$ cat config.mk
export PLATFORM = sky130hd
export DESIGN_NAME = fir_filter_streaming
export DESIGN_NICKNAME = d
export VERILOG_FILES = /design/src/sv/firs_pkg.sv /design/src/sv/firs_ram.sv /design/src/sv/firs_mac.sv /design/src/sv/fir_filter_streaming.sv
export SDC_FILE = /design/constraint.sdc
export NUM_CORES = 2
export LEC_CHECK = 0
export BUFFER_PORTS_ARGS = -buffer_cell sky130_fd_sc_hd__buf_2
export CELL_PAD_IN_SITES_DETAIL_PLACEMENT = 1
export CELL_PAD_IN_SITES_GLOBAL_PLACEMENT = 1
export CORE_ASPECT_RATIO = 1.1
export CORE_MARGIN = 2
export CORE_UTILIZATION = 55
export CTS_CLUSTER_DIAMETER = 30
export DETAILED_ROUTE_END_ITERATION = 10
export MAX_ROUTING_LAYER = met4
export PLACE_DENSITY_LB_ADDON = 0.08
export SKIP_LAST_GASP = 1
export SYNTH_ARGS = -nofsm -noshare
export SYNTH_HDL_FRONTEND = slang
export SYNTH_SLANG_ARGS = --single-unit
$ cat constraint.sdc
create_clock -name clk -period 6.6 [get_ports clk]
set_clock_uncertainty 0.15 [all_clocks]
set_input_delay 0.99 -clock clk [delete_from_list [all_inputs] [get_ports clk]]
set_output_delay 0.99 -clock clk [all_outputs]
set_load 0.01 [all_outputs]
$ cat src/sv/firs_pkg.sv
package firs_pkg;

	// Field widths
	localparam int DATA_W     = 16;
	localparam int CMD_W      = 2;
	localparam int IDX_W      = 6;
	localparam int TAP_W      = 7;
	localparam int PROD_W     = 2 * DATA_W;
	localparam int S_TDATA_W  = 24;
	localparam int M_TDATA_W  = 16;

	// Defaults
	localparam int MAX_TAPS_DEF = 64;
	localparam logic [TAP_W-1:0] TAP_RESET = 7'd64;

	// Commands carried on s_tuser
	localparam logic [CMD_W-1:0] CMD_FILTER = 2'd0;
	localparam logic [CMD_W-1:0] CMD_LOAD   = 2'd1;
	localparam logic [CMD_W-1:0] CMD_CLEAR  = 2'd2;

	// Sequencer to multiply-accumulate unit
	typedef struct packed {
		logic start;     // clear accumulator for a new sample
		logic rd_valid;  // RAM read data valid this cycle
		logic rd_last;   // this read is the last tap
	} firs_mac_ctl_t;

endpackage

$ cat src/sv/firs_ram.sv
module firs_ram #(
	parameter int W  = 16,
	parameter int D  = 64,
	parameter int AW = (D > 1) ? $clog2(D) : 1
) (
	input  logic          clk,
	input  logic          we,
	input  logic [AW-1:0] waddr,
	input  logic [W-1:0]  wdata,
	input  logic [AW-1:0] raddr,
	output logic [W-1:0]  rdata
);

	logic [W-1:0] mem_q [D];
	logic [W-1:0] rdata_q;

	// Write one entry, read one entry with registered data
	always_ff @(posedge clk) begin
		if (we) begin
			mem_q[waddr] <= wdata;
		end
		rdata_q <= mem_q[raddr];
	end

	assign rdata = rdata_q;

endmodule

$ cat src/sv/firs_mac.sv
module firs_mac import firs_pkg::*; #(
	parameter int ACC_W = 40
) (
	input  logic                     clk,
	input  logic                     arst_n,
	input  firs_mac_ctl_t            ctl,
	input  logic signed [DATA_W-1:0] coef,
	input  logic signed [DATA_W-1:0] smp,
	output logic                     done,
	output logic [DATA_W-1:0]        filtered,
	output logic                     saturated
);

	localparam logic signed [ACC_W-1:0] RND     = ACC_W'(64'sd16384);
	localparam logic signed [ACC_W-1:0] POS_LIM = ACC_W'(64'sd1 << 30);
	localparam logic signed [ACC_W-1:0] NEG_LIM = -POS_LIM;

	logic signed [PROD_W-1:0] prod_s2;
	logic                     valid_s2;
	logic                     last_s2;
	logic signed [ACC_W-1:0]  acc_q;
	logic                     done_q;
	logic signed [ACC_W-1:0]  rnd_sum;

	// Multiply one tap, then accumulate the registered product
	always_ff @(posedge clk) begin
		prod_s2 <= PROD_W'(coef) * PROD_W'(smp);
		if (ctl.start) begin
			acc_q <= '0;
		end else if (valid_s2) begin
			acc_q <= acc_q + ACC_W'(prod_s2);
		end
	end

	// Track the product stage and flag the final sum
	always_ff @(posedge clk or negedge arst_n) begin
		if (!arst_n) begin
			valid_s2 <= 1'b0;
			last_s2  <= 1'b0;
			done_q   <= 1'b0;
		end else begin
			valid_s2 <= ctl.rd_valid;
			last_s2  <= ctl.rd_valid && ctl.rd_last;
			if (ctl.start) begin
				done_q <= 1'b0;
			end else if (valid_s2 && last_s2) begin
				done_q <= 1'b1;
			end
		end
	end

	// Round half up, shift by 15, clip to 16 bits
	assign rnd_sum = acc_q + RND;

	always_comb begin
		saturated = 1'b1;
		if (rnd_sum >= POS_LIM) begin
			filtered = 16'h7fff;
		end else if (rnd_sum < NEG_LIM) begin
			filtered = 16'h8000;
		end else begin
			filtered  = rnd_sum[15 +: DATA_W];
			saturated = 1'b0;
		end
	end

	assign done = done_q;

endmodule

$ cat src/sv/fir_filter_streaming.sv
// Filter transaction: once N samples are held (N = taps in use), the tap loop runs and
// the result is registered; s_tready rises again with m_tvalid, so the single shared
// multiply-accumulate unit ends one sample before the next; a stalled output waits.
// Load, clear and unknown commands give no result.
// Reset (arst_n low, asynchronous) clears control state; the coefficient RAM is
// then swept to zero, during which s_tready stays low.
module fir_filter_streaming import firs_pkg::*; #(
	parameter int MAX_TAPS = MAX_TAPS_DEF
) (
	input  logic                 clk,
	input  logic                 arst_n,
	input  logic                 s_tvalid,
	output logic                 s_tready,
	input  logic [S_TDATA_W-1:0] s_tdata,   // [5:0] coef_index, [21:6] value, [23:22] zero
	input  logic [CMD_W-1:0]     s_tuser,   // [1:0] command
	output logic                 m_tvalid,
	input  logic                 m_tready,
	output logic [M_TDATA_W-1:0] m_tdata,   // [15:0] filtered
	output logic [0:0]           m_tuser,   // [0] saturated
	input  logic                 cfg_valid,
	output logic                 cfg_ready,
	input  logic [TAP_W-1:0]     cfg_data
);

	localparam int AW    = (MAX_TAPS > 1) ? $clog2(MAX_TAPS) : 1;
	localparam int NW    = $clog2(MAX_TAPS + 1);
	localparam int CW    = (NW > TAP_W) ? NW : TAP_W;
	localparam int ACC_W = PROD_W + AW + 1;

	localparam logic [1:0] ST_CLEAR = 2'd0;
	localparam logic [1:0] ST_IDLE  = 2'd1;
	localparam logic [1:0] ST_MAC   = 2'd2;
	localparam logic [1:0] ST_DRAIN = 2'd3;

	logic [1:0]        state_q;
	logic [TAP_W-1:0]  tap_q;
	logic [NW-1:0]     fill_q;
	logic [AW-1:0]     wp_q;
	logic [AW-1:0]     j_q;
	logic [AW-1:0]     h_q;
	logic [AW-1:0]     clr_q;
	logic              rd_valid_s1;
	logic              rd_last_s1;
	logic              m_tvalid_q;
	logic [DATA_W-1:0] m_tdata_q;
	logic              m_tuser_q;

	logic [CMD_W-1:0]  cmd;
	logic [IDX_W-1:0]  idx;
	logic [DATA_W-1:0] val;
	logic              accept;
	logic              idx_ok;
	logic [CW-1:0]     tap_w;
	logic [NW-1:0]     n_taps;
	logic [AW-1:0]     nm1;
	logic [NW-1:0]     fill_next;
	logic [AW:0]       start_wide;
	logic [AW-1:0]     start_addr;
	logic [AW-1:0]     wp_next;
	logic [AW-1:0]     h_next;
	logic              out_free;
	logic              out_load;

	logic              coef_we;
	logic [AW-1:0]     coef_waddr;
	logic [DATA_W-1:0] coef_wdata;
	logic [DATA_W-1:0] coef_rd;
	logic              hist_we;
	logic [DATA_W-1:0] hist_rd;

	firs_mac_ctl_t     mac_ctl;
	logic              mac_done;
	logic [DATA_W-1:0] mac_filtered;
	logic              mac_saturated;

	// Unpack the input transaction
	assign cmd      = s_tuser;
	assign idx      = s_tdata[IDX_W-1:0];
	assign val      = s_tdata[IDX_W +: DATA_W];
	assign s_tready = (state_q == ST_IDLE);
	assign accept   = s_tvalid && s_tready;
	assign cfg_ready = 1'b1;
	assign out_free = !m_tvalid_q || m_tready;
	assign out_load = (state_q == ST_DRAIN) && mac_done && out_free;

	// Clamp the tap count to 1..MAX_TAPS
	assign tap_w = CW'(tap_q);
	always_comb begin
		if (tap_w == '0) begin
			n_taps = NW'(1);
		end else if (tap_w > CW'(MAX_TAPS)) begin
			n_taps = NW'(MAX_TAPS);
		end else begin
			n_taps = NW'(tap_w);
		end
	end
	assign nm1 = AW'(n_taps - NW'(1));

	assign fill_next = (fill_q == NW'(MAX_TAPS)) ? fill_q : fill_q + NW'(1);
	assign wp_next   = (wp_q == AW'(MAX_TAPS - 1)) ? '0 : wp_q + AW'(1);
	assign h_next    = (h_q == AW'(MAX_TAPS - 1)) ? '0 : h_q + AW'(1);

	// Oldest sample in use sits N-1 slots behind the newest, modulo the depth
	always_comb begin
		if (wp_q >= nm1) begin
			start_wide = {1'b0, wp_q} - {1'b0, nm1};
		end else begin
			start_wide = {1'b0, wp_q} + (AW + 1)'(MAX_TAPS) - {1'b0, nm1};
		end
	end
	assign start_addr = start_wide[AW-1:0];

	// Coefficient RAM: zero sweep after reset, else load commands
	assign idx_ok = 32'(idx) < 32'(MAX_TAPS);
	always_comb begin
		if (state_q == ST_CLEAR) begin
			coef_we    = 1'b1;
			coef_waddr = clr_q;
			coef_wdata = '0;
		end else begin
			coef_we    = accept && (cmd == CMD_LOAD) && idx_ok;
			coef_waddr = AW'(idx);
			coef_wdata = val;
		end
	end

	assign hist_we = accept && (cmd == CMD_FILTER);

	firs_ram #(.W(DATA_W), .D(MAX_TAPS), .AW(AW)) u_coef_ram (
		.clk   (clk),
		.we    (coef_we),
		.waddr (coef_waddr),
		.wdata (coef_wdata),
		.raddr (j_q),
		.rdata (coef_rd)
	);

	firs_ram #(.W(DATA_W), .D(MAX_TAPS), .AW(AW)) u_hist_ram (
		.clk   (clk),
		.we    (hist_we),
		.waddr (wp_q),
		.wdata (val),
		.raddr (h_q),
		.rdata (hist_rd)
	);

	assign mac_ctl.start    = hist_we;
	assign mac_ctl.rd_valid = rd_valid_s1;
	assign mac_ctl.rd_last  = rd_last_s1;

	firs_mac #(.ACC_W(ACC_W)) u_mac (
		.clk       (clk),
		.arst_n    (arst_n),
		.ctl       (mac_ctl),
		.coef      (coef_rd),
		.smp       (hist_rd),
		.done      (mac_done),
		.filtered  (mac_filtered),
		.saturated (mac_saturated)
	);

	// Sequencer: clear sweep, command dispatch, tap loop, drain to output
	always_ff @(posedge clk or negedge arst_n) begin
		if (!arst_n) begin
			state_q     <= ST_CLEAR;
			tap_q       <= TAP_RESET;
			fill_q      <= '0;
			wp_q        <= '0;
			j_q         <= '0;
			h_q         <= '0;
			clr_q       <= '0;
			rd_valid_s1 <= 1'b0;
			rd_last_s1  <= 1'b0;
			m_tvalid_q  <= 1'b0;
		end else begin
			if (cfg_valid) begin
				tap_q <= cfg_data;
			end
			rd_valid_s1 <= (state_q == ST_MAC);
			rd_last_s1  <= (state_q == ST_MAC) && (j_q == nm1);
			// Raise valid on a new result, else drop it once taken
			if (out_load) begin
				m_tvalid_q <= 1'b1;
			end else if (m_tready) begin
				m_tvalid_q <= 1'b0;
			end
			case (state_q)
				ST_CLEAR: begin
					clr_q <= clr_q + AW'(1);
					if (clr_q == AW'(MAX_TAPS - 1)) begin
						state_q <= ST_IDLE;
					end
				end
				ST_IDLE: begin
					if (accept) begin
						case (cmd)
							CMD_FILTER: begin
								wp_q   <= wp_next;
								fill_q <= fill_next;
								if (fill_next >= n_taps) begin
									j_q     <= '0;
									h_q     <= start_addr;
									state_q <= ST_MAC;
								end
							end
							CMD_CLEAR: begin
								fill_q <= '0;
							end
							default: begin
							end
						endcase
					end
				end
				ST_MAC: begin
					j_q <= j_q + AW'(1);
					h_q <= h_next;
					if (j_q == nm1) begin
						state_q <= ST_DRAIN;
					end
				end
				ST_DRAIN: begin
					if (out_load) begin
						state_q <= ST_IDLE;
					end
				end
				default: begin
					state_q <= ST_IDLE;
				end
			endcase
		end
	end

	// Output payload register
	always_ff @(posedge clk) begin
		if (out_load) begin
			m_tdata_q <= mac_filtered;
			m_tuser_q <= mac_saturated;
		end
	end

	assign m_tvalid   = m_tvalid_q;
	assign m_tdata    = m_tdata_q;
	assign m_tuser[0] = m_tuser_q;

endmodule

Word level (Yosys, flattened, before mapping)
Memories as Yosys holds them, arrays and structs flattened. A register that Yosys moved wholly into a read port is not among the register bits. Index checks and enable logic that the tools add are counted.

Memory bits (writable): 2048. Memories: 2. Input bits: 38. Output and inout bits: 20. Register bits after elaboration: 134.

Add/sub/neg operators: 11. Reductions and logical operators: 21. Muxes and demuxes: 35. Eq/ne operators: 16. Multiply operators: 1. Order comparisons: 5.

Memory list: u_coef_ram.mem_q (words 64, width 16, read ports 1, clocked after memory_dff 1, write ports 1, RTL line firs_ram.sv:14) `logic [W-1:0] mem_q [D];`; u_hist_ram.mem_q (words 64, width 16, read ports 1, clocked after memory_dff 1, write ports 1, RTL line firs_ram.sv:14).

Operators with widths (number): $mux 6 (10); $add 39x16->39 const B (1); $add 39x32->39 (1); $ge 39x32->1 const B (1); $lt 39x31->1 const B (1); $mul 16x16->32 (1); $mux 16 (2); $add 6x1->6 const B (5); $pmux 6 s2 (2); $mux 7 (3); $eq 6x6->1 const B (3); $pmux 7 s2 (1); $mux 2 (6); $sub 6x6->6 (2); $mux 1 (10); $ne 2x1->1 const B (5); $logic_and 1x1->1 (8); $pmux 2 s4 (1); $reduce_bool 2->1 (4); $add 7x1->7 const B (1); $eq 7x7->1 const B (1); $ge 7x7->1 (1); $gt 7x7->1 const B (1); $logic_not 7->1 (1); other kinds (12) (17).

Logic depth before layout (Yosys ltp)
Word-level depth: 10. Mapped depth: 25.

Cells and area by module
From an unflattened synthesis, not the netlist that was laid out.

Cells, all modules: 5678. Area total of the unflattened synthesis: 98311.8 µm².

Modules (own cells, without submodules): firs_ram (cells each 1829, area an instance 40042.2 µm², times used 2); firs_mac (cells each 1687, area an instance 14752.9 µm², times used 1); fir_filter_streaming (cells each 333, area an instance 3474.6 µm², times used 1).

Worst setup path after synthesis
No wires, ideal clock.

Kind: register -> register. From: reg u_coef_ram.rdata_q[15], in the netlist u_coef_ram.rdata[15] (read register of u_coef_ram.mem_q). To: reg u_mac.prod_s2[30]. Required time: 6.378 ns. Data arrival time: 5.921 ns. Path buffers: 2. Path slack: 0.456 ns. Period minus slack after synthesis: 6.144 ns. Stages on the path, launching flop included: 21. Cell sequence: dfxtp_1 clkbuf_1 nand2_1 inv_1 fa_1 fa_1 fa_1 fa_1 fa_1 inv_1 fa_1 inv_1 ha_1 clkbuf_1 and3_1 a221oi_1 o2bb2ai_1 o41ai_2 o21bai_1 a21oi_1 xnor2_1.

Longest elaborated chain between the ends: 1.

RTL lines: from (decl) (RTL line firs_ram.sv:15) `logic [W-1:0] rdata_q;`; $mul 16x16->32 (RTL line firs_mac.sv:27) `prod_s2 <= PROD_W'(coef) * PROD_W'(smp);`; to (signal assigned) (RTL line firs_mac.sv:27); to (decl) (RTL line firs_mac.sv:18) `logic signed [PROD_W-1:0] prod_s2;`.

No other way between the ends. A chain may end at the register's enable or synchronous reset.

Worst setup path in the final report
From: reg u_coef_ram.rdata_q[10], in the netlist u_coef_ram.rdata[10] (read register of u_coef_ram.mem_q). To: reg u_mac.prod_s2[31].

The elaborated chain is that of the path after synthesis.

==> results.md <==
Outcome:
- The flow ran to the end, and the final reports show no timing, DRC or antenna violations.

Clock tree:
- The TritonCTS buffer count is between 400 and 500.
- The level count of the clock H-tree is 5.
- The clock drives 2214 sinks.
- The clock tree from TritonCTS is yes.
- After clock tree synthesis, the clock-pin slew on the worst setup and hold paths is around 50 ps.
- The library cell used as clock root buffer is sky130_fd_sc_hd__clkbuf_16.
- The clock insertion delay at the later pin of the skew report is 980 ps.
- In this run the deepest clock path goes through 4 buffers.

Placement:
- The final weighted congestion of routability-driven global placement is 0.809.
- The count of port buffers added during placement is between 50 and 60.
- The HPWL reported at the end of detailed placement is 144 mm.

Logic synthesis:
- Summed over all instances, the cell type with the most area after synthesis is sky130_fd_sc_hd__edfxtp_1.
- The number of nets in the synthesized netlist is 5495.
- In this run, distinct cell masters in the synthesized netlist total 87.
- The fraction of the mapped netlist area in compound gates was 0.0204.
- By area, the combinational part of the netlist is dominated by multiplexers.
- For this run, the leading register cell type out of synthesis is sky130_fd_sc_hd__edfxtp_1.
- The area share of fa/ha/maj cells after synthesis is 0.0735.
- Of the total synthesized cell area, the portion taken by XOR and XNOR cells is 0.00989.
- In the synthesized netlist, the number of instances is approximately 5000.
- For this run, the register share of the synthesized area comes to 0.676.
- The mean post-synth cell area is between 15 and 20 sq um.
- The netlist area before placement is around 0.097 sq mm.
- The top cell type's share of synthesized area is 0.642.
- The Yosys step of the flow raised 0 warnings.
- After synthesis, the cell types taking the most area are sky130_fd_sc_hd__edfxtp_1 64%, sky130_fd_sc_hd__mux4_2 16%, sky130_fd_sc_hd__fa_1 5.5%.
- Sorting the synthesized cells by how often they occur yields 2065 x sky130_fd_sc_hd__edfxtp_1, 672 x sky130_fd_sc_hd__mux4_2, 320 x sky130_fd_sc_hd__inv_1.
- Of all flip-flops after synthesis, the portion carrying an async set or reset was 0.0208.
- The simple-gate share of the synthesized area is 0.0371.
- The number of enable-type register cells in the synthesized netlist is between 2000 and 2500.
- In the post-synthesis netlist, the cell with the most instances is sky130_fd_sc_hd__edfxtp_1.
- Of the post-synthesis cell area, the part taken by muxes is 0.161.
- The number of flip-flops and latches in the synthesized netlist is between 2000 and 2500.

Worst setup path:
- The required arrival time at the worst endpoint is 7230 ps.
- The arrival time at the worst endpoint is just under 7000 ps.
- STA classifies the critical path endpoint as a flip-flop.
- The category of the most critical setup path is flip-flop to flip-flop.
- The largest fanout on the critical path is 13.
- The type of element launching the critical path is a flip-flop.

Timing:
- In the finished design, the share of the clock period the worst path needs comes to 0.957.
- The number of pins with negative max-slew slack in the final report is 0.
- Setup violations remaining at the end of the flow were counted as 0.
- The hold violation count in the final report is 0.
- The clock period minus final worst setup slack is about 6300 ps.
- The worst slew slack as a fraction of its limit is 0.235.
- The maximum clock rate is between 150 and 200 MHz.
- For the pin with the worst max-slew slack, the measured transition is about 1100 ps.

GRT:
- The number of antenna violations at the first check in global routing came to 15.
- The number of global-route vias before repair is 56300.
- The sum of overflow across all layers after global routing is 0.
- Entering global routing, the biggest net connects ~130 pins.
- In the global route stage, overall resource usage came out at 0.307.
- The first global-routing pass estimated 385 mm of wire.

Floorplan:
- The initial utilization of the core area, before any placement, comes to 0.553.
- The total area inside the core boundary comes to ~0.17 sq mm.
- The overall die area is ~0.18 sq mm.
- The number of placement rows is approximately 160.
- In this run the horizontal extent of the chip is a little over 400 um.
- The die span in y is between 400 and 500 um.
- During I/O placement, the number of pins put on the boundary was 58.

Detailed routing:
- The final layout contains routed wiring with a total length of about 260 mm.
- After detailed routing, the number of vias per cell comes to ~6.3.
- The average wire per cell in the routed design is 31.8 um.
- The detailed-routing iteration count for the pre-antenna-repair pass is 6.
- The post-detailed-route count of antenna-violating nets is 0.
- For this block, the via count after detailed routing is 51300.
- The post-detailed-route DRC marker count is 0.
- The starting DRC count in detailed routing is around 5700.

Layout:
- In the final design database the tool counted between 5000 and 6000 nets.
- The number of filler instances in the final layout is about 14000.
- Relative to the synthesized area, the layout overhead comes to 19.7%.
- The share of final-layout standard cells stronger than drive strength 1 is 0.302.
- Measured on the finished design, the core utilization comes to 0.661.

Worst hold path:
- The path category of the worst min-delay check is input pin to flip-flop.

Run:
- Max-cap violations in this run came to 0.
metrics by stage:
stage | std cells | worst slack (ps) | cell area [sq um] | setup TNS (ps) | hold WS [ps]
after floorplan | 5048 | 456 | 96500 | 0 | 197
final | 8167 | 283 | 115000 | 0 | 97.5
after global routing | 8161 | -26.2 | 115000 | -41.7 | 82.0
after CTS | 8156 | 8.46 | 115000 | 0 | 45.0
after detailed placement | 7376 | 35.2 | 101000 | 0 | 218
after global placement | 7376 | 162 | 101000 | 0 | 206
state kept, by name, summed over array words and instances (netlist names):
signal            cells
wp_q                  6
u_coef_ram.rdata     16
clr_q                 6
u_hist_ram.rdata     16
fill_q                7
j_q                   6
u_mac.done            1
u_mac.acc_q          39
m_tdata              16
state_q               2
u_coef_ram.mem_q   1024
u_mac.last_s2         1
tap_q                 7
h_q                   6
u_hist_ram.mem_q   1024
u_mac.prod_s2        32
m_tvalid              1
rd_last_s1            1
rd_valid_s1           1
m_tuser               1
u_mac.valid_s2        1
routing by layer:
layer | GRT usage | up-vias | part of all wire
met1 | 0.404 | 27400 | 0.39
met4 | 0.108 | 0 | 0.035
met3 | 0.0667 | 553 | 0.081
li1 | - | 20900 | -
met2 | 0.479 | 2404 | 0.49
met5 | - | - | 0
repair_timing:
item / 4_1_cts / 5_1_grt
resized for setup: 1 / 31
setup endpoints to repair: 1 / 7
pin swaps: 0 / 4
hold endpoints to repair: 13 / 0
hold buffers: 1 / 0
buffers inserted: 0 / 2
worst paths after layout:
check / from / endpoint / slack (ps) / depth (start not counted)
setup / recovery: u_coef_ram.rdata[10]$_DFF_P_ / u_mac.prod_s2[31]$_DFF_P_ / 280 / 21
hold / removal: cfg_data[6] / tap_q[6]$_DFFE_PN1P_ / 100 / 3
setup reg to reg: u_coef_ram.rdata[10]$_DFF_P_ / u_mac.prod_s2[31]$_DFF_P_ / 280 / 21
hold reg to reg: rd_valid_s1$_DFF_PN0_ / u_mac.valid_s2$_DFF_PN0_ / 230 / 0
max in group asynchronous: arst_n / h_q[3]$_DFFE_PN0P_ / 5130 / 3
min in group asynchronous: arst_n / clr_q[1]$_DFFE_PN0P_ / 520 / 3
area by class of cell:
| type | count | area [sq um] | area share |
|---|---|---|---|
| Sequential cell | 2214 | 65300 | 0.565 |
| Antenna cell | 9 | 22.5 | 0.000195 |
| Multi-Input combinational cell | 2275 | 29400 | 0.254 |
| Clock buffer | 475 | 11000 | 0.0956 |
| Timing Repair Buffer | 287 | 2210 | 0.0191 |
| Tap cell | 2282 | 2860 | 0.0247 |
| Inverter | 321 | 1200 | 0.0104 |
| Clock inverter | 304 | 3500 | 0.0303 |
placed cells by master, fill, tap and decap left out, types with 22 or more instances in the layout:
cell type / synthesis / layout
sky130_fd_sc_hd__inv_1: 320 / 320
sky130_fd_sc_hd__clkinv_4: 0 / 36
sky130_fd_sc_hd__bufinv_16: 0 / 66
sky130_fd_sc_hd__o21ai_0: 72 / 72
sky130_fd_sc_hd__a21o_1: 36 / 36
sky130_fd_sc_hd__nand2_1: 218 / 218
sky130_fd_sc_hd__nor2_2: 1 / 33
sky130_fd_sc_hd__inv_6: 0 / 22
sky130_fd_sc_hd__buf_4: 1 / 217
sky130_fd_sc_hd__fa_1: 264 / 263
sky130_fd_sc_hd__mux2i_1: 27 / 27
sky130_fd_sc_hd__a21oi_1: 73 / 71
sky130_fd_sc_hd__nand3_1: 49 / 49
sky130_fd_sc_hd__edfxtp_1: 2065 / 2065
sky130_fd_sc_hd__clkinv_2: 0 / 75
sky130_fd_sc_hd__dfxtp_1: 103 / 81
sky130_fd_sc_hd__ha_1: 145 / 144
sky130_fd_sc_hd__clkbuf_16: 0 / 432
sky130_fd_sc_hd__clkinvlp_4: 0 / 43
sky130_fd_sc_hd__clkbuf_1: 168 / 36
sky130_fd_sc_hd__mux4_2: 672 / 672
sky130_fd_sc_hd__xnor2_1: 75 / 75
sky130_fd_sc_hd__nor2_1: 219 / 187
sky130_fd_sc_hd__xor2_1: 34 / 34
sky130_fd_sc_hd__dfrtp_1: 45 / 36
sky130_fd_sc_hd__buf_2: 50 / 54
sky130_fd_sc_hd__and2_1: 128 / 128
sky130_fd_sc_hd__clkinv_1: 1 / 57
kinds of logic after synthesis:
kind of cell,count (synthesis)
xor gates and xnor gates,109
other,1
DFF,2214
and+or+nand+nor,751
buffers and inverters,559
muxes,709
AOI/OAI and AO/OA,296
adders and majority gates,409
critical path, stage by stage (launching register included):
cell,delay (ps)
sky130_fd_sc_hd__dfxtp_1,420
sky130_fd_sc_hd__buf_4,270
sky130_fd_sc_hd__and2_1,170
sky130_fd_sc_hd__fa_1,410
sky130_fd_sc_hd__inv_1,80
sky130_fd_sc_hd__fa_1,450
sky130_fd_sc_hd__fa_1,530
sky130_fd_sc_hd__inv_1,60
sky130_fd_sc_hd__fa_1,510
sky130_fd_sc_hd__fa_1,500
sky130_fd_sc_hd__inv_1,50
sky130_fd_sc_hd__fa_1,470
sky130_fd_sc_hd__inv_1,40
sky130_fd_sc_hd__ha_1,340
sky130_fd_sc_hd__a211oi_1,240
sky130_fd_sc_hd__nand2_1,100
sky130_fd_sc_hd__o31a_1,390
sky130_fd_sc_hd__a41oi_2,270
sky130_fd_sc_hd__o21ai_1,160
sky130_fd_sc_hd__a311oi_1,330
sky130_fd_sc_hd__o21bai_1,110
sky130_fd_sc_hd__xnor2_1,130
Power is not shown: default switching activity piles up to over one toggle a cycle in this logic, so the estimate is an artifact.
